--- src/ccld_pkg.sv ---
// ---------------------------------------------------------------------------
// ccld_pkg
// shared types, codes and constants of the character canvas line drawer
// ---------------------------------------------------------------------------
package ccld_pkg;

	// canvas size defaults
	localparam int DEF_MAX_ROWS = 64;
	localparam int DEF_MAX_COLS = 64;

	// field widths
	localparam int FIELD_W  = 6;
	localparam int CFG_W    = 7;
	localparam int CODE_W   = 3;
	localparam int STATUS_W = 2;
	localparam int CMP_W    = 9;
	localparam int PADDR_W  = 3;
	localparam int PDATA_W  = 32;

	localparam logic [CFG_W-1:0] CFG_RESET = 7'd64;

	// register index codes
	localparam logic REG_ROWS_IN_USE = 1'b0;
	localparam logic REG_COLS_IN_USE = 1'b1;

	// item commands
	localparam logic CMD_DRAW = 1'b0;
	localparam logic CMD_READ = 1'b1;

	// cell mark codes
	localparam logic [CODE_W-1:0] CODE_BLANK     = 3'd0;
	localparam logic [CODE_W-1:0] CODE_DASH      = 3'd1;
	localparam logic [CODE_W-1:0] CODE_BAR       = 3'd2;
	localparam logic [CODE_W-1:0] CODE_SLASH     = 3'd3;
	localparam logic [CODE_W-1:0] CODE_BACKSLASH = 3'd4;
	localparam logic [CODE_W-1:0] CODE_PLUS      = 3'd5;

	// result status codes
	localparam logic [STATUS_W-1:0] ST_DONE   = 2'd0;
	localparam logic [STATUS_W-1:0] ST_SHAPE  = 2'd1;
	localparam logic [STATUS_W-1:0] ST_BOUNDS = 2'd2;

	typedef enum logic [2:0] {
		S_CLEAR,
		S_IDLE,
		S_CHECK,
		S_WALK,
		S_FINISH
	} ccld_state_t;

	// controller to datapath
	typedef struct packed {
		logic load_in;
		logic setup;
		logic step;
		logic clear;
		logic finish;
	} ccld_cmd_t;

	// datapath to controller
	typedef struct packed {
		logic clr_last;
		logic reject;
		logic walk_last;
		logic out_free;
	} ccld_stat_t;

endpackage

--- src/ccld_ctrl.sv ---
// ---------------------------------------------------------------------------
// ccld_ctrl
// sequencer: clearing pass, item capture, check, cell walk, result hand-off
// ---------------------------------------------------------------------------
module ccld_ctrl
	import ccld_pkg::*;
(
	input  logic       clk,
	input  logic       arst_n,
	input  logic       in_valid,
	output logic       in_ready,
	input  ccld_stat_t stat,
	output ccld_cmd_t  cmd
);

	ccld_state_t state_q;
	ccld_state_t state_d;

	always_ff @(posedge clk or negedge arst_n) begin
		if (!arst_n) begin
			state_q <= S_CLEAR;
		end else begin
			state_q <= state_d;
		end
	end

	always_comb begin
		state_d = state_q;
		unique case (state_q)
			S_CLEAR: begin
				if (stat.clr_last) state_d = S_IDLE;
			end
			S_IDLE: begin
				if (in_valid) state_d = S_CHECK;
			end
			S_CHECK: begin
				state_d = stat.reject ? S_FINISH : S_WALK;
			end
			S_WALK: begin
				if (stat.walk_last) state_d = S_FINISH;
			end
			S_FINISH: begin
				if (stat.out_free) state_d = S_IDLE;
			end
			default: state_d = S_CLEAR;
		endcase
	end

	always_comb begin
		cmd      = '0;
		in_ready = 1'b0;
		unique case (state_q)
			S_CLEAR: begin
				cmd.clear = 1'b1;
			end
			S_IDLE: begin
				in_ready    = 1'b1;
				cmd.load_in = in_valid;
			end
			S_CHECK: begin
				cmd.setup = 1'b1;
			end
			S_WALK: begin
				cmd.step = 1'b1;
			end
			S_FINISH: begin
				cmd.finish = stat.out_free;
			end
			default: begin
				cmd = '0;
			end
		endcase
	end

endmodule

--- config.mk ---
export PLATFORM = sky130hd
export DESIGN_NAME = ccld_ctrl
export DESIGN_NICKNAME = d
export VERILOG_FILES = /design/src/ccld_pkg.sv /design/src/ccld_ctrl.sv
export SDC_FILE = /design/constraint.sdc
export NUM_CORES = 1
export LEC_CHECK = 0
export BUFFER_PORTS_ARGS = -buffer_cell sky130_fd_sc_hd__buf_4
export CORE_AREA = 2 2 39 41
export CTS_BUF_LIST = sky130_fd_sc_hd__clkbuf_4 sky130_fd_sc_hd__clkbuf_8
export DETAILED_ROUTE_END_ITERATION = 10
export DIE_AREA = 0 0 41 43
export SYNTH_ARGS = -nofsm -noshare
export SYNTH_HDL_FRONTEND = slang
export SYNTH_SLANG_ARGS = --single-unit
export TNS_END_PERCENT = 50
--- constraint.sdc ---
create_clock -name clk -period 1.7 [get_ports clk]
set_input_delay 0.17 -clock clk [delete_from_list [all_inputs] [get_ports clk]]
set_output_delay 0.17 -clock clk [all_outputs]
set_load 0.01 [all_outputs]
==> flow_summary.yaml <==
pwr:
  power.leakage_nw: 0.1703
  peakVddDrop_mv: 0.3442
  powerDensity_mw_per_mm2: 1670
sta:
  period_minus_slack_ns: 1.429
  max_freq_ghz: 0.6999
  worst_slack_ns: 0.2712
  skew_ns: 0.0007467
  rsz0062_at_grt: "false"
  slew_violations: 0
  setup_viol: 0
  min_period_over_period_pct: 84.04
  finalSetupTns_ns: 0
  tightest_slew_ns: 0.3339
  slew_headroom_pct: 77.74
  finalHoldViolCount: 0
layout:
  num_antenna_cells: 0
  top_regs: "state_q (3)"
  final_nets: 51
  drive_gt1_share_pct: 39.53
  largest_reg_flops: 3
  area_growth_syn_to_layout_pct: 49.00
  num-fill-cells: 153
  final_common_cell: "buf_4"
  largest-register: "state_q"
  final_cell_mix: "12 x buf_4, 4 x clkbuf_4, 3 x nor3b_1, 3 x dfrtp_1"
  fin_area_sq_um: 372.9
synthesis:
  yosys_warnings: 0
  synthFlopType: "dfrtp_1"
  synthTopCellsByArea: "dfrtp_1 30%, buf_6 9.0%, nor3b_1 9.0%, nand2b_4 5.5%, nor3_1 4.0%"
  synthCells: 29
  synth_top_area_share_pct: 30.00
  synth_area_per_cell_sq_um: 8.629
  synth_seq_area_share_pct: 30.00
  synth_edf_count: 0
  synth_top_area_cell: "dfrtp_1"
  async_reset_ff_share_pct: 100.0
  synth_seq_cells: 3
  syn_nets: 36
  syn_area_sq_um: 250.2
  yosysUniqueCellTypes: 22
floorplan:
  die_width_um: 41
  ioPinCount: 13
  core_sq_mm: 0.001384
  start_util_pct: 18.08
  die_h_um: 43
  rows: 14
  die_area_sq_mm: 0.001763
clock_network:
  clk_path_buf_depth: 2
  ctsResizeCount: 0
  cts_max_level: 1
  cts.sinks: 3
  clock-root-buffer: "clkbuf_4"
  insertion_delay_ns: 0.23
  cts_buffers: 3
  cts_tree: "done"
  clk_pin_slew_ns: 0.04
global_route:
  globalRouteOverflowTotal: 0
  grt_pass1_vias: 252
  grt_busiest_layer: "met4"
  antenna_found_initial: 0
  met3_usage_pct: 1.571
  grt_max_degree: 14
  use_met2_pct: 10.94
  grt_pass1_wl_um: 924
  grt_usage_pct: 8.635
  grt_use_met1_pct: 8.682
setup_path:
  cp.required_ns: 1.53
  worstSetupPathType: "flip-flop to primary output"
  r2r_start: "state_q[1]"
  cp_max_fo: 9
  worst_ep_arrival_time_ns: 1.26
  critPathCaptureType: "primary output"
  rr_worst_depth: 3
  startpoint_type: "flip-flop"
  critPathLaunch: "state_q[2]"
routing:
  wire_per_inst_um: 10.07
  drt_iter0_drc: 4
  vias: 261
  wl_um: 594
  detail-route-antenna-nets: 0
  vias_per_cell: 4.424
  firstDrtPassIters: 4
  drc: 0
placed_design:
  port_buffers: 12
  routabilityCongestion: 0.7858
  placed_area_sq_um: 332.8
  place_ws_ns: 0.4213
  dpl.hpwl_um: 405.8
worst_hold_path:
  min_from: "stat[2]"
  hold_depth: 3
  hp-class: "input pin to flip-flop"
run:
  cap_violations: 0
status:
  outcome: "finished clean"
[cell usage after synthesis (2+ instances only)]
cell / count
dfrtp_1: 3
buf_6: 2
nor3b_1: 3
nand2_1: 2
nor3_1: 2
[report_power, final]
group          internal [W]  switching, W  leakage (nW)
logic              0.000176      0.000117         0.113
registers          0.000103     0.0000842        0.0387
clock network      0.000104     0.0000389        0.0184
[cells by family after synthesis]
group	count (synthesis)	share of synthesized area, %
AOI/OAI and AO/OA	5	12.00
DFF	3	30.00
and+or+nand+nor	17	45.51
buffers and inverters	4	12.50
[worst max-delay path: stages (launching register included)]
cell and delay, ns:
dfrtp_1 0.48, nand2b_4 0.19, nor2_1 0.05, and2_1 0.16, buf_4 0.13
[per-stage QoR]
step           hold WS, ns  util (%)  power [W]  cells
3_5_place_dp      -0.03788     24.05  0.0004789     54
2_1_floorplan      -0.1256         -  0.0004038     29
6_report            0.2217     26.94  0.0006225     59
5_1_grt             0.2466     26.94  0.0006749     59
4_1_cts             0.2114     26.94  0.0006316     59
3_3_place_gp      -0.03906     24.05  0.0004747     54
[layout make-up]
| class | instances | area [sq um] | share of cell area (%) |
|---|---|---|---|
| Inverter | 1 | 3.754 | 1.007 |
| Timing Repair Buffer | 13 | 100.1 | 26.85 |
| Multi-Input combinational cell | 22 | 143.9 | 38.59 |
| Clock buffer | 4 | 30.03 | 8.054 |
| Tap cell | 16 | 20.02 | 5.369 |
| Sequential cell | 3 | 75.07 | 20.13 |
[metal layers]
metal | vias to the layer above | routed length, um
met5 | - | 0
met4 | 0 | 19
met3 | 2 | 39
met2 | 14 | 274
met1 | 115 | 260
li1 | 130 | -
[worst paths after layout]
path / to / slack [ns]
setup / recovery: cmd[4] / 0.27
hold / removal: state_q[1] / 0.22
min in group asynchronous: state_q[0] / 0.26
max in group asynchronous: state_q[1] / 1.35
hold reg to reg: state_q[1] / 0.59
setup reg to reg: state_q[0] / 0.41
[what timing repair did]
action | 4_1_cts | 5_1_grt
hold buffers | 1 | 0
hold endpoints to repair | 3 | 0
endpoints found under the setup margin | 0 | 0
buffers inserted | 0 | 0
Note: power is estimated with default switching activity, not from simulation.
